File: config.mk
export PLATFORM = sky130hd
export DESIGN_NAME = murmur2_byte_stream_hash
export DESIGN_NICKNAME = d
export VERILOG_FILES = /design/src/hdl/mh2_pkg.sv /design/src/hdl/mh2_front.sv /design/src/hdl/mh2_queue.sv /design/src/hdl/mh2_back.sv /design/src/hdl/murmur2_byte_stream_hash.sv
export SDC_FILE = /design/constraint.sdc
export NUM_CORES = 1
export LEC_CHECK = 0
export BUFFER_PORTS_ARGS = -buffer_cell sky130_fd_sc_hd__buf_2
export CAP_MARGIN = 20
export CORE_UTILIZATION = 60
export DETAILED_ROUTE_END_ITERATION = 12
export GPL_TIMING_DRIVEN = 0
export PLACE_DENSITY = 0.78
export SLEW_MARGIN = 30
export SYNTH_ARGS = -nofsm -noshare
export SYNTH_HDL_FRONTEND = slang
export SYNTH_SLANG_ARGS = --single-unit
export TNS_END_PERCENT = 10
File: constraint.sdc
create_clock -name clk -period 9.8 [get_ports clk]
set_input_delay 2.94 -clock clk [delete_from_list [all_inputs] [get_ports clk]]
set_output_delay 2.94 -clock clk [all_outputs]
set_load 0.02 [all_outputs]
File: src/hdl/mh2_pkg.sv
package mh2_pkg;

	localparam logic [31:0] MH_DEFAULT_SEED = 32'h9747_b28c;
	localparam logic [31:0] MH_MULT         = 32'h5bd1_e995;
	localparam int          MH_WORD_SHIFT   = 24;
	localparam int          MH_FIN_SHIFT_A  = 13;
	localparam int          MH_FIN_SHIFT_B  = 15;

	localparam int          CFG_IDX_W       = 8;
	localparam logic [CFG_IDX_W-1:0] CFG_SEED = 8'd0;
	localparam logic [CFG_IDX_W-1:0] CFG_FOLD = 8'd1;

	// one queue entry: the work that a single key beat hands to the back end
	typedef struct packed {
		logic        start;     // first beat of a key: load seed_len into the hash
		logic        mix;       // a full word is ready in word
		logic        last;      // finish the key and emit the hash
		logic        tail;      // 1 to 3 leftover bytes sit in word
		logic [31:0] seed_len;  // effective seed xor key length
		logic [31:0] word;      // complete word or tail bytes, little-endian
	} mh2_cmd_t;

endpackage

File: src/hdl/mh2_front.sv
module mh2_front (
	input  logic              clk,
	input  logic              arst_n,
	input  logic              in_valid,
	output logic              in_ready,
	input  logic [7:0]        data_byte,
	input  logic              byte_present,
	input  logic [31:0]       key_length,
	input  logic              last_byte,
	input  logic [31:0]       seed,
	input  logic              fold_case,
	input  logic              q_full,
	output logic              q_push,
	output mh2_pkg::mh2_cmd_t q_data
);
	import mh2_pkg::*;

	logic        inside_q;
	logic [1:0]  phase_q;
	logic [31:0] word_q;

	logic        accept;
	logic [7:0]  byte_f;
	logic [31:0] word_n;
	logic [1:0]  phase_n;
	logic [31:0] eff_seed;

	assign in_ready = !q_full;
	assign accept   = in_valid && in_ready;
	assign eff_seed = (seed == 32'd0) ? MH_DEFAULT_SEED : seed;

	always_comb begin
		byte_f = data_byte;
		if (fold_case && (data_byte inside {[8'h41:8'h5a]})) begin
			byte_f = data_byte + 8'h20;
		end
		word_n  = word_q;
		phase_n = phase_q;
		if (byte_present) begin
			word_n  = word_q | ({24'd0, byte_f} << {phase_q, 3'b000});
			phase_n = phase_q + 2'd1;
		end
	end

	always_comb begin
		q_data.start    = !inside_q;
		q_data.mix      = byte_present && (phase_q == 2'd3);
		q_data.last     = last_byte;
		q_data.tail     = (phase_n != 2'd0);
		q_data.seed_len = eff_seed ^ key_length;
		q_data.word     = word_n;
	end

	// beats that only add a byte to the partial word need no entry
	assign q_push = accept && (q_data.start || q_data.mix || q_data.last);

	always_ff @(posedge clk or negedge arst_n) begin
		if (!arst_n) begin
			inside_q <= 1'b0;
			phase_q  <= 2'd0;
			word_q   <= 32'd0;
		end else if (accept) begin
			if (last_byte) begin
				inside_q <= 1'b0;
				phase_q  <= 2'd0;
				word_q   <= 32'd0;
			end else begin
				inside_q <= 1'b1;
				phase_q  <= phase_n;
				word_q   <= q_data.mix ? 32'd0 : word_n;
			end
		end
	end

endmodule

File: src/hdl/mh2_queue.sv
// DEPTH must be 2 or more
module mh2_queue #(
	parameter int DEPTH = 4
) (
	input  logic                           clk,
	input  logic                           arst_n,
	input  logic                           push,
	input  mh2_pkg::mh2_cmd_t              push_data,
	output logic                           full,
	output logic                           empty,
	input  logic                           pop,
	output mh2_pkg::mh2_cmd_t              pop_data,
	output logic [$clog2(DEPTH+1)-1:0]     count
);
	import mh2_pkg::*;

	localparam int PW = $clog2(DEPTH);
	localparam int CW = $clog2(DEPTH + 1);

	mh2_cmd_t        mem_q [DEPTH];
	logic [PW-1:0]   wr_ptr_q;
	logic [PW-1:0]   rd_ptr_q;
	logic [CW-1:0]   count_q;

	assign full     = (count_q == CW'(DEPTH));
	assign empty    = (count_q == '0);
	assign count    = count_q;
	assign pop_data = mem_q[rd_ptr_q];

	always_ff @(posedge clk) begin
		if (push) begin
			mem_q[wr_ptr_q] <= push_data;
		end
	end

	always_ff @(posedge clk or negedge arst_n) begin
		if (!arst_n) begin
			wr_ptr_q <= '0;
			rd_ptr_q <= '0;
			count_q  <= '0;
		end else begin
			if (push) begin
				wr_ptr_q <= (wr_ptr_q == PW'(DEPTH - 1)) ? '0 : wr_ptr_q + 1'b1;
			end
			if (pop) begin
				rd_ptr_q <= (rd_ptr_q == PW'(DEPTH - 1)) ? '0 : rd_ptr_q + 1'b1;
			end
			if (push && !pop) begin
				count_q <= count_q + 1'b1;
			end else if (pop && !push) begin
				count_q <= count_q - 1'b1;
			end
		end
	end

endmodule

File: src/hdl/mh2_back.sv
module mh2_back (
	input  logic              clk,
	input  logic              arst_n,
	input  logic              q_empty,
	input  mh2_pkg::mh2_cmd_t q_data,
	output logic              q_pop,
	output logic              out_valid,
	input  logic              out_ready,
	output logic [31:0]       hash_value
);
	import mh2_pkg::*;

	typedef enum logic [2:0] {
		B_IDLE,
		B_MIX_A,
		B_MIX_B,
		B_MIX_C,
		B_TAIL,
		B_AVAL,
		B_EMIT
	} back_state_t;

	back_state_t state_q;
	mh2_cmd_t    cmd_q;
	logic [31:0] h_q;
	logic [31:0] t_q;
	logic [31:0] out_q;
	logic        out_valid_q;

	logic [31:0] mul_a;
	logic [31:0] mul_p;

	assign q_pop      = (state_q == B_IDLE) && !q_empty;
	assign out_valid  = out_valid_q;
	assign hash_value = out_q;

	// single shared multiplier by the mix constant
	always_comb begin
		case (state_q)
			B_MIX_A: mul_a = cmd_q.word;
			B_MIX_B: mul_a = t_q ^ (t_q >> MH_WORD_SHIFT);
			B_MIX_C: mul_a = h_q;
			B_TAIL:  mul_a = h_q ^ cmd_q.word;
			B_AVAL:  mul_a = h_q ^ (h_q >> MH_FIN_SHIFT_A);
			default: mul_a = h_q;
		endcase
	end

	assign mul_p = mul_a * MH_MULT;

	always_ff @(posedge clk or negedge arst_n) begin
		if (!arst_n) begin
			state_q     <= B_IDLE;
			cmd_q       <= '0;
			h_q         <= '0;
			t_q         <= '0;
			out_q       <= '0;
			out_valid_q <= 1'b0;
		end else begin
			// in B_EMIT the output register is handled by that state alone
			if (out_valid_q && out_ready && (state_q != B_EMIT)) begin
				out_valid_q <= 1'b0;
			end
			case (state_q)
				B_IDLE: begin
					if (!q_empty) begin
						cmd_q <= q_data;
						if (q_data.start) begin
							h_q <= q_data.seed_len;
						end
						if (q_data.mix) begin
							state_q <= B_MIX_A;
						end else if (q_data.last) begin
							state_q <= q_data.tail ? B_TAIL : B_AVAL;
						end
					end
				end
				B_MIX_A: begin
					t_q     <= mul_p;
					state_q <= B_MIX_B;
				end
				B_MIX_B: begin
					t_q     <= mul_p;
					state_q <= B_MIX_C;
				end
				B_MIX_C: begin
					h_q <= mul_p ^ t_q;
					if (cmd_q.last) begin
						state_q <= cmd_q.tail ? B_TAIL : B_AVAL;
					end else begin
						state_q <= B_IDLE;
					end
				end
				B_TAIL: begin
					h_q     <= mul_p;
					state_q <= B_AVAL;
				end
				B_AVAL: begin
					h_q     <= mul_p;
					state_q <= B_EMIT;
				end
				B_EMIT: begin
					if (!out_valid_q || out_ready) begin
						out_q       <= h_q ^ (h_q >> MH_FIN_SHIFT_B);
						out_valid_q <= 1'b1;
						state_q     <= B_IDLE;
					end
				end
				default: begin
					state_q <= B_IDLE;
				end
			endcase
		end
	end

endmodule

File: src/hdl/murmur2_byte_stream_hash.sv
// 32-bit MurmurHash2 over a key streamed one byte per beat.
// Input stream: one beat per key byte, little-endian word assembly. tlast marks
// the key's final beat; tuser says whether the beat carries a byte (an empty
// key is a single beat with tuser low and tlast high). key_length is sampled
// on the first beat of a key only. Output stream: one beat per key, the hash.
// Config channel: index 0 is the seed (zero selects 0x9747b28c), index 1 the
// ASCII fold-to-lower-case enable; other indexes are dropped. Always ready.
// Throughput: a byte beat is taken every cycle while the command queue has
// room. The back end runs one shared multiplier: a word takes it a pop
// plus three multiplies, so a byte per cycle is sustained over a key.
// Ending a key takes the back end through tail (if bytes are left over),
// avalanche and emit.
// Reset: seed and fold_case return to their defaults, the queue empties and
// no key is in progress. A stalled output holds its hash; the back end then
// waits, the queue fills and s_tready drops.
module murmur2_byte_stream_hash #(
	parameter int QUEUE_DEPTH = 4
) (
	input  logic        clk,
	input  logic        arst_n,
	input  logic        s_tvalid,
	output logic        s_tready,
	input  logic [39:0] s_tdata,   // [7:0] data_byte, [39:8] key_length
	input  logic        s_tuser,   // [0] byte_present
	input  logic        s_tlast,
	output logic        m_tvalid,
	input  logic        m_tready,
	output logic [31:0] m_tdata,   // [31:0] hash_value
	input  logic        cfg_valid,
	output logic        cfg_ready,
	input  logic [7:0]  cfg_index,
	input  logic [31:0] cfg_data
);
	import mh2_pkg::*;

	localparam int CW = $clog2(QUEUE_DEPTH + 1);

	logic [31:0] seed_q;
	logic        fold_q;

	logic        q_push;
	logic        q_pop;
	logic        q_full;
	logic        q_empty;
	logic [CW-1:0] q_count;
	mh2_cmd_t    q_in;
	mh2_cmd_t    q_out;

	assign cfg_ready = 1'b1;

	always_ff @(posedge clk or negedge arst_n) begin
		if (!arst_n) begin
			seed_q <= MH_DEFAULT_SEED;
			fold_q <= 1'b1;
		end else if (cfg_valid && cfg_ready) begin
			case (cfg_index)
				CFG_SEED: seed_q <= cfg_data;
				CFG_FOLD: fold_q <= cfg_data[0];
				default:  ;
			endcase
		end
	end

	// front: case fold, word assembly, key start/finish classification
	mh2_front u_front (
		.clk          (clk),
		.arst_n       (arst_n),
		.in_valid     (s_tvalid),
		.in_ready     (s_tready),
		.data_byte    (s_tdata[7:0]),
		.byte_present (s_tuser),
		.key_length   (s_tdata[39:8]),
		.last_byte    (s_tlast),
		.seed         (seed_q),
		.fold_case    (fold_q),
		.q_full       (q_full),
		.q_push       (q_push),
		.q_data       (q_in)
	);

	mh2_queue #(
		.DEPTH (QUEUE_DEPTH)
	) u_queue (
		.clk       (clk),
		.arst_n    (arst_n),
		.push      (q_push),
		.push_data (q_in),
		.full      (q_full),
		.empty     (q_empty),
		.pop       (q_pop),
		.pop_data  (q_out),
		.count     (q_count)
	);

	// back: word mix, tail, avalanche and output register
	mh2_back u_back (
		.clk        (clk),
		.arst_n     (arst_n),
		.q_empty    (q_empty),
		.q_data     (q_out),
		.q_pop      (q_pop),
		.out_valid  (m_tvalid),
		.out_ready  (m_tready),
		.hash_value (m_tdata)
	);

	// no push into a full queue
	a_no_overflow: assert property (@(posedge clk) disable iff (!arst_n)
		q_push |-> !q_full)
		else $error("command queue overflow");

	// no pop from an empty queue
	a_no_underflow: assert property (@(posedge clk) disable iff (!arst_n)
		q_pop |-> !q_empty)
		else $error("command queue underflow");

	// simultaneous push and pop leaves the fill level unchanged
	a_count_hold: assert property (@(posedge clk) disable iff (!arst_n)
		(q_push && q_pop) |=> (q_count == $past(q_count)))
		else $error("queue fill level moved on push and pop");

endmodule
==> flow_results.org, run 1 <==
** Critical path
- Destination of the worst register-to-register timing path :: u_back.h_q[28]
- The startpoint identified for the worst register-to-register timing path is u_back.state_q[0].
- Data arrival, critical path :: 9890 ps
- Launching instance or port of the critical path :: u_back.state_q[0]
- STA puts the critical path data required time at 10280 ps.
- Depth of the worst register-to-register path :: 29
- The setup path with the least slack is of type reg -> reg.
- Of all nets on the critical path, the largest fanout is 10.
- For this design, the slowest cell found on the critical path is fa_1.
- FF-to-FF setup slack :: 390 ps
- In this design, the stage delay of the slowest critical-path cell is 560 ps.
- Endpoint of the worst setup timing path :: u_back.h_q[28]
- Crit. End Element :: register
- Crit start category :: register

** Synth
- Synthesis produced a netlist with a net count of 2956.
- A synthesized cell averages 12.14 um2.
- Primary FF master, synth :: edfxtp_1
- After synthesis the netlist holds a flip-flop and latch count of 481.
- Counting flops with an async set or reset pin after synthesis yields a share of 43.45%.
- After technology mapping, the gate count stands at 2464.
- Counting flops with a built-in enable in the synthesized netlist gives 272.
- Number of distinct library cell variants in the gate-level netlist after synthesis :: 78
- Sequential-to-total area share from yosys stat :: 44.87%
- The Yosys step of the flow raised 0 warnings.
- Netlist Area Pre-Place :: 0.02990 mm2

** STA
- Share of the clock period used by the worst path after layout :: 96.00%
- Worst-margin pin slew :: 1027 ps
- Crit path time final :: 9408 ps
- Summed over all failing endpoints, the final setup total negative slack is 0 ps.
- On the final layout, the worst clock skew is 21.35 ps.
- The final hold violation count came to 0.
- The final max-slew violation count came to 0.
- Fmax :: 106.3 MHz
- RSZ-0062 raised after global routing :: false
- Number of setup violations in the final report :: 0
- Headroom to the max-slew limit came out at 31.55%.

** Drt
- Via-per-instance ratio :: 6.148
- Sum of routed wire length over all layers :: 84.28 mm
- Remaining design rule violation count :: 0
- Count of routing violations after the opening detailed-route iteration :: 1868
- Across all layers, the routed design uses 20580 vias.
- Routed WL per cell :: 25.18 um
- DRT antenna net count :: 0
- First-pass iteration count of the detailed router :: 6

** Die
- The die is 225.2 um wide.
- The die is 225.2 um tall.
- The floorplan has 81 rows.
- The initial utilization of the core area, before any placement, comes to 60.96%.
- Full die area :: 0.05074 mm2
- During I/O placement, the number of pins put on the boundary was 122.
- Area inside the core boundary :: 0.04905 mm2

** Clock tree
- # Post-CTS Setup Buffers :: 0
- Maximum level of the CTS H-tree :: 2
- The longest clock path from root to sink contains 3 buffers.
- Sinks on Clock Net :: 481
- Cts bufs inserted :: 46
- TritonCTS built the clock tree.
- Clock edge transition at the registers on the reported setup and hold paths :: 60 ps
- In this run, post-CTS hold repair placed 0 buffers.
- The tree is rooted in a clkbuf_16.
- The clock reaches the later pin of the worst-skew pair after 570 ps.

** Place
- Placed cell count :: 3263
- Detail Placement HPWL :: 63.40 mm
- Weighted congestion reported at the end of routability-driven placement :: 0.9859
- Count of input and output buffers :: 119

** Worst hold path
- In this run the worst hold path is classified as reg -> reg.

** Run status
- The flow ran to the end, and the final reports show no timing, DRC or antenna violations.

** Final layout
- Area growth from synthesis to layout :: 11.34%
- Non-Filler Instances :: 3347
- The layout has 3587 filler cells.
- Fraction of final layout cells sized beyond drive strength 1 :: 15.99%
- Number of nets in the final layout :: 3137
- Number of antenna repair diodes :: 0

** Global routing
- Remaining global-route overflow :: 0
- Maximum number of pins on one net before global-route repair :: 82
- First-pass GRT wire length :: 128.0 mm
- Global routing consumed, over all layers together, 34.38% of the routing resources.
- Antenna violations before repair :: 0
- Via count of the first global-routing pass :: 21300

** Run
- Max-cap violations in this run came to 0.
## registers in the layout (all words and copies together), names as in the netlist, 3 cells and up
signal	flops
u_front.word_q	32
u_queue.mem_q	272
u_back.state_q	3
seed_q	32
u_back.t_q	32
u_back.hash_value	32
u_queue.count	3
u_back.h_q	32
u_back.cmd_q	34
## cell usage in the layout (no fill, tap or decap), types with 9 or more instances in the layout
| master | count |
|---|---|
| nor2_1 | 124 |
| ha_1 | 224 |
| dfstp_2 | 17 |
| a21boi_0 | 35 |
| a31oi_1 | 28 |
| fa_1 | 181 |
| a21oi_1 | 80 |
| inv_1 | 369 |
| mux2_2 | 85 |
| clkinv_2 | 9 |
| edfxtp_1 | 272 |
| xnor2_1 | 89 |
| nor3_1 | 10 |
| nor4_1 | 9 |
| xor2_1 | 38 |
| nand3_1 | 17 |
| nand2_1 | 162 |
| o211ai_1 | 11 |
| dfrtp_1 | 192 |
| buf_1 | 15 |
| a21o_1 | 44 |
| buf_2 | 128 |
| a32oi_1 | 17 |
| o22ai_1 | 14 |
| clkbuf_16 | 47 |
| o21ai_0 | 95 |
| clkbuf_1 | 76 |
| nand2b_1 | 12 |
| mux4_2 | 68 |
## layout make-up
class / count / area, um2 / share of cell area, %
Inverter: 369 / 1385 / 4.160
Tap cell: 664 / 830.8 / 2.495
Buffer: 105 / 435.4 / 1.308
Clock inverter: 31 / 391.6 / 1.176
Clock buffer: 55 / 1236 / 3.713
Sequential cell: 481 / 13420 / 40.30
Timing Repair Buffer: 135 / 838.3 / 2.518
Multi-Input combinational cell: 1507 / 14760 / 44.33
## synth_stat cells, types with 35 or more instances
cell	instances	area [um2]
inv_1	369	1385
edfxtp_1	272	8168
ha_1	224	2803
dfrtp_1	192	4805
fa_1	181	3623
nand2_1	162	608.1
nor2_1	125	469.2
o21ai_0	102	510.5
xnor2_1	89	779.5
mux2_2	85	957.2
a21oi_1	80	400.4
clkbuf_1	74	277.8
mux4_2	68	1531
a21o_1	44	330.3
xor2_1	38	332.8
a21boi_0	35	262.8
## critical path, delay by kind of cell, from the launching register on
| family | cells | cell delay, ps |
|---|---|---|
| adder cells (fa/ha/maj) | 8 | 3870 |
| AO/OA/AOI/OAI | 8 | 2440 |
| buffers and inverters | 10 | 1690 |
| AND/OR/NAND/NOR | 2 | 690 |
| flip-flops | 1 | 340 |
| XOR/XNOR | 1 | 270 |
## worst min path at each step
stage | depth (start not counted) | slack [ps] | to | start
3_5_place_dp | 1 | 480 | u_queue.count[2] | u_queue.count[2]
6_report | 1 | 500 | u_queue.count[2] | u_queue.count[2]
5_1_grt | 1 | 510 | u_queue.count[2] | u_queue.count[2]
2_1_floorplan | 1 | 460 | u_queue.count[2] | u_queue.count[2]
4_1_cts | 1 | 490 | u_queue.count[2] | u_queue.count[2]
3_3_place_gp | 1 | 480 | u_queue.count[2] | u_queue.count[2]
## metrics by stage
| step | area (um2) | worst slack [ps] | hold slack, ps | util (%) |
|---|---|---|---|---|
| 3_3_place_gp | 31330 | -2308 | 478.4 | 63.87 |
| 4_1_cts | 33280 | 235.3 | 491.2 | 67.84 |
| 3_5_place_dp | 31650 | -496.0 | 481.7 | 64.52 |
| 6_report | 33290 | 392.1 | 495.2 | 67.88 |
| 5_1_grt | 33290 | 91.13 | 513.9 | 67.88 |
| 2_1_floorplan | 29900 | 981.2 | 463.6 | - |
## repair_timing
item / CTS / global route
cloned: 0 / 0
gates resized for setup: 2 / 4
setup endpoints to repair: 7 / 4
## layer usage
metal	wire [um]	vias to the layer above	track usage, %
met4	5106	0	18.74
met3	5251	277	4.472
met2	41160	973	57.29
met5	0	-	0
met1	32770	10410	43.92
li1	-	8914	-
## kinds of logic (layout without fill, tap and decap cells)
| kind of cell | count (synthesis) | count (layout) | share of synthesized area (%) |
|---|---|---|---|
| AOI/OAI and AO/OA | 420 | 420 | 9.322 |
| muxes | 156 | 156 | 8.423 |
| adders and majority gates | 405 | 405 | 21.49 |
| DFF | 481 | 481 | 44.87 |
| and+or+nand+nor | 395 | 395 | 5.854 |
| buffers and inverters | 476 | 695 | 6.092 |
| xor gates and xnor gates | 130 | 130 | 3.933 |
| other | 1 | 1 | 0.01254 |
Power of run 1 is left out: the tool's default activity adds up to more than one toggle a clock period on the data nets, which glitch-free logic cannot reach.
==> inputs of run 2 (changes only) <==
--- a/config.mk
+++ b/config.mk
@@ -7,10 +7,9 @@
 export LEC_CHECK = 0
 export BUFFER_PORTS_ARGS = -buffer_cell sky130_fd_sc_hd__buf_2
 export CAP_MARGIN = 20
-export CORE_UTILIZATION = 60
+export CORE_UTILIZATION = 46
 export DETAILED_ROUTE_END_ITERATION = 12
 export GPL_TIMING_DRIVEN = 0
-export PLACE_DENSITY = 0.78
 export SLEW_MARGIN = 30
 export SYNTH_ARGS = -nofsm -noshare
 export SYNTH_HDL_FRONTEND = slang
==> run 2 against run 1 <==
Hold slack gained 8.5 ps; global-route usage shrank 8.4 points; first-iteration DRC count shrank 21%.
==> flow_results.org, run 2 (same netlist as run 1, synthesis figures left out) <==
** STA
- Setup violations remaining at the end of the flow were counted as 0.
- Fmax :: 106.1 MHz
- Crit path time final :: 9422 ps
- The final hold violation count was 0.
- Slew Limit Headroom :: 30.76%
- Share of the clock period used by the worst path after layout :: 96.14%
- Slew Viols, Final :: 0
- Clock skew on the completed layout was measured at 10.77 ps.
- Setup repair after global routing left no endpoint under its margin.
- Worst-margin pin slew :: 1036 ps
- Once routing completed, OpenROAD measured the worst setup slack at 377.9 ps.
- Hold timing on the final database bottoms out at a slack of 503.6 ps.

** Final layout
- The number of antenna diodes in the final layout is 0.
- Most common cell after layout, fill and taps aside :: inv_1
- Finished Core Util :: 52.36%
- Relative to the synthesized area, the layout overhead comes to 12.67%.
- Regs by FF count :: u_queue.mem_q x272, u_back.cmd_q x34
- Fillcell total :: 5605
- Top reg by flops :: u_queue.mem_q
- Most used cells in the layout excluding fill and tap cells :: inv_1 (369), edfxtp_1 (272), ha_1 (224)
- Post-route design area :: 0.03369 mm2
- In the final layout, the share of cells above drive strength 1 is 15.98%.
- Max reg flops :: 272
- Number of nets in the final layout :: 3143

** Drt
- In the final routed layout, each cell accounts on average for 23.61 um.
- After detailed routing, the number of remaining DRC violations is 0.
- The pre-antenna-repair detailed-routing pass consisted of 7 iterations.
- Via-per-instance ratio :: 5.598
- Sum of routed wire length over all layers :: 83.74 mm
- Detailed routing inserted a total of 19850 vias.
- The count of nets left with antenna violations once routing finished came out at 0.
- Count of routing violations after the opening detailed-route iteration :: 1472

** Die
- In this run the core area contains 93 standard-cell rows.
- The die covers 0.06603 mm2.
- Area inside the core boundary :: 0.06435 mm2
- Measured along the y axis, the die boundary spans 257.0 um.
- Number of primary I/O pins :: 122
- The initial utilization of the core area, before any placement, comes to 46.47%.
- Die span in x :: 257.0 um

** Critical path
- Critical path fanouts, max :: 10
- Data arrival, critical path :: 9930 ps
- Crit start category :: register
- By instance count, the cell type seen most on the critical path is inv_1.
- Kind of critical path :: reg -> reg
- In this design, the stage delay of the slowest critical-path cell is 660 ps.
- At the worst endpoint, the required time is 10310 ps.
- Among all stages on the critical path, the largest delay is contributed by nor2_1.
- Crit. End Element :: register

** Global routing
- Via count of the first global-routing pass :: 20740
- The first global-routing pass estimated 128.9 mm of wire.
- Maximum number of pins on one net before global-route repair :: 80
- Remaining global-route overflow :: 0
- GRT Total Usage :: 26.02%
- The initial antenna violation count was 0.

** Clock tree
- The cell sitting at the root of the clock tree is a clkbuf_16.
- The H-tree was split into 2 levels.
- For this design, the sink count on the clock tree is 481.
- TritonCTS built the clock tree.
- Maximum buffer depth of the clock tree :: 3
- Cts bufs inserted :: 48
- Clock edge transition at the registers on the reported setup and hold paths :: 60 ps
- At the later pin of the worst-skew pair, clock insertion delay measures 600 ps.

** Place
- Count of input and output buffers :: 119
- Total placed instance area :: 0.03202 mm2
- Worst slack at placement :: -495.4 ps
- Detail Placement HPWL :: 65.06 mm
- Routability-driven placement finished with a final weighted congestion of 0.9675.

** Worst hold path
- The tightest min-delay check is of the reg -> reg type.

** Run status
- Run status :: finished, final reports clean

** Run
- # Max-Cap Violations :: 0
## run 2: area by class of cell
| type | count | area, um2 | share of cell area [%] |
|---|---|---|---|
| flip-flops and latches | 481 | 13420 | 39.83 |
| clock buffers | 61 | 1291 | 3.832 |
| plain buffers | 106 | 437.9 | 1.300 |
| repair buffers | 138 | 957.2 | 2.841 |
| multi-input cells | 1507 | 14770 | 43.82 |
| clock inverters | 29 | 366.6 | 1.088 |
| well taps | 855 | 1070 | 3.175 |
| inverters | 369 | 1385 | 4.111 |
## run 2: timing repair
action / 4_1_cts / 5_1_grt
endpoints found under the setup margin: 11 / 6
resized for setup: 3 / 3
hold buffers: 0 / 0
hold endpoints to repair: 0 / 0
buffers inserted: 0 / 0
## run 2: metrics by stage
stage,instances,TNS [ps]
floorplan,2464,0
global placement,3438,-68700
detailed placement,3457,-2141
CTS,3547,0
global route,3546,0
finish,3546,0
## run 2: worst paths after layout
kind                                             from               endpoint  slack (ps)  cells after the start
worst max-delay path                u_back.state_q[1]         u_back.h_q[28]         380                     31
worst min-delay path            u_back.hash_value[31]  u_back.hash_value[31]         500                      1
worst max register to register      u_back.state_q[1]         u_back.h_q[28]         380                     31
worst min register to register  u_back.hash_value[31]  u_back.hash_value[31]         500                      1
max in group asynchronous                      arst_n              seed_q[9]        6590                      2
min in group asynchronous                      arst_n   u_back.hash_value[7]        2330                      1
## run 2: metal layers
layer,track usage [%],wire [um],vias up
li1,-,-,8918
met1,35.03,35580,10140
met2,42.65,40030,621
met3,2.679,3857,175
met4,11.84,4269,0
met5,0,0,-
## run 2: worst max-delay path: cells and delay by family, from the launching register on
family / cells / cell delay, ps
xor gates and xnor gates: 2 / 440
AOI/OAI and AO/OA: 7 / 2300
and+or+nand+nor: 4 / 1360
DFF: 1 / 350
buffers and inverters: 9 / 1190
adders and majority gates: 9 / 3700
Power of run 2 is left out for the same reason.
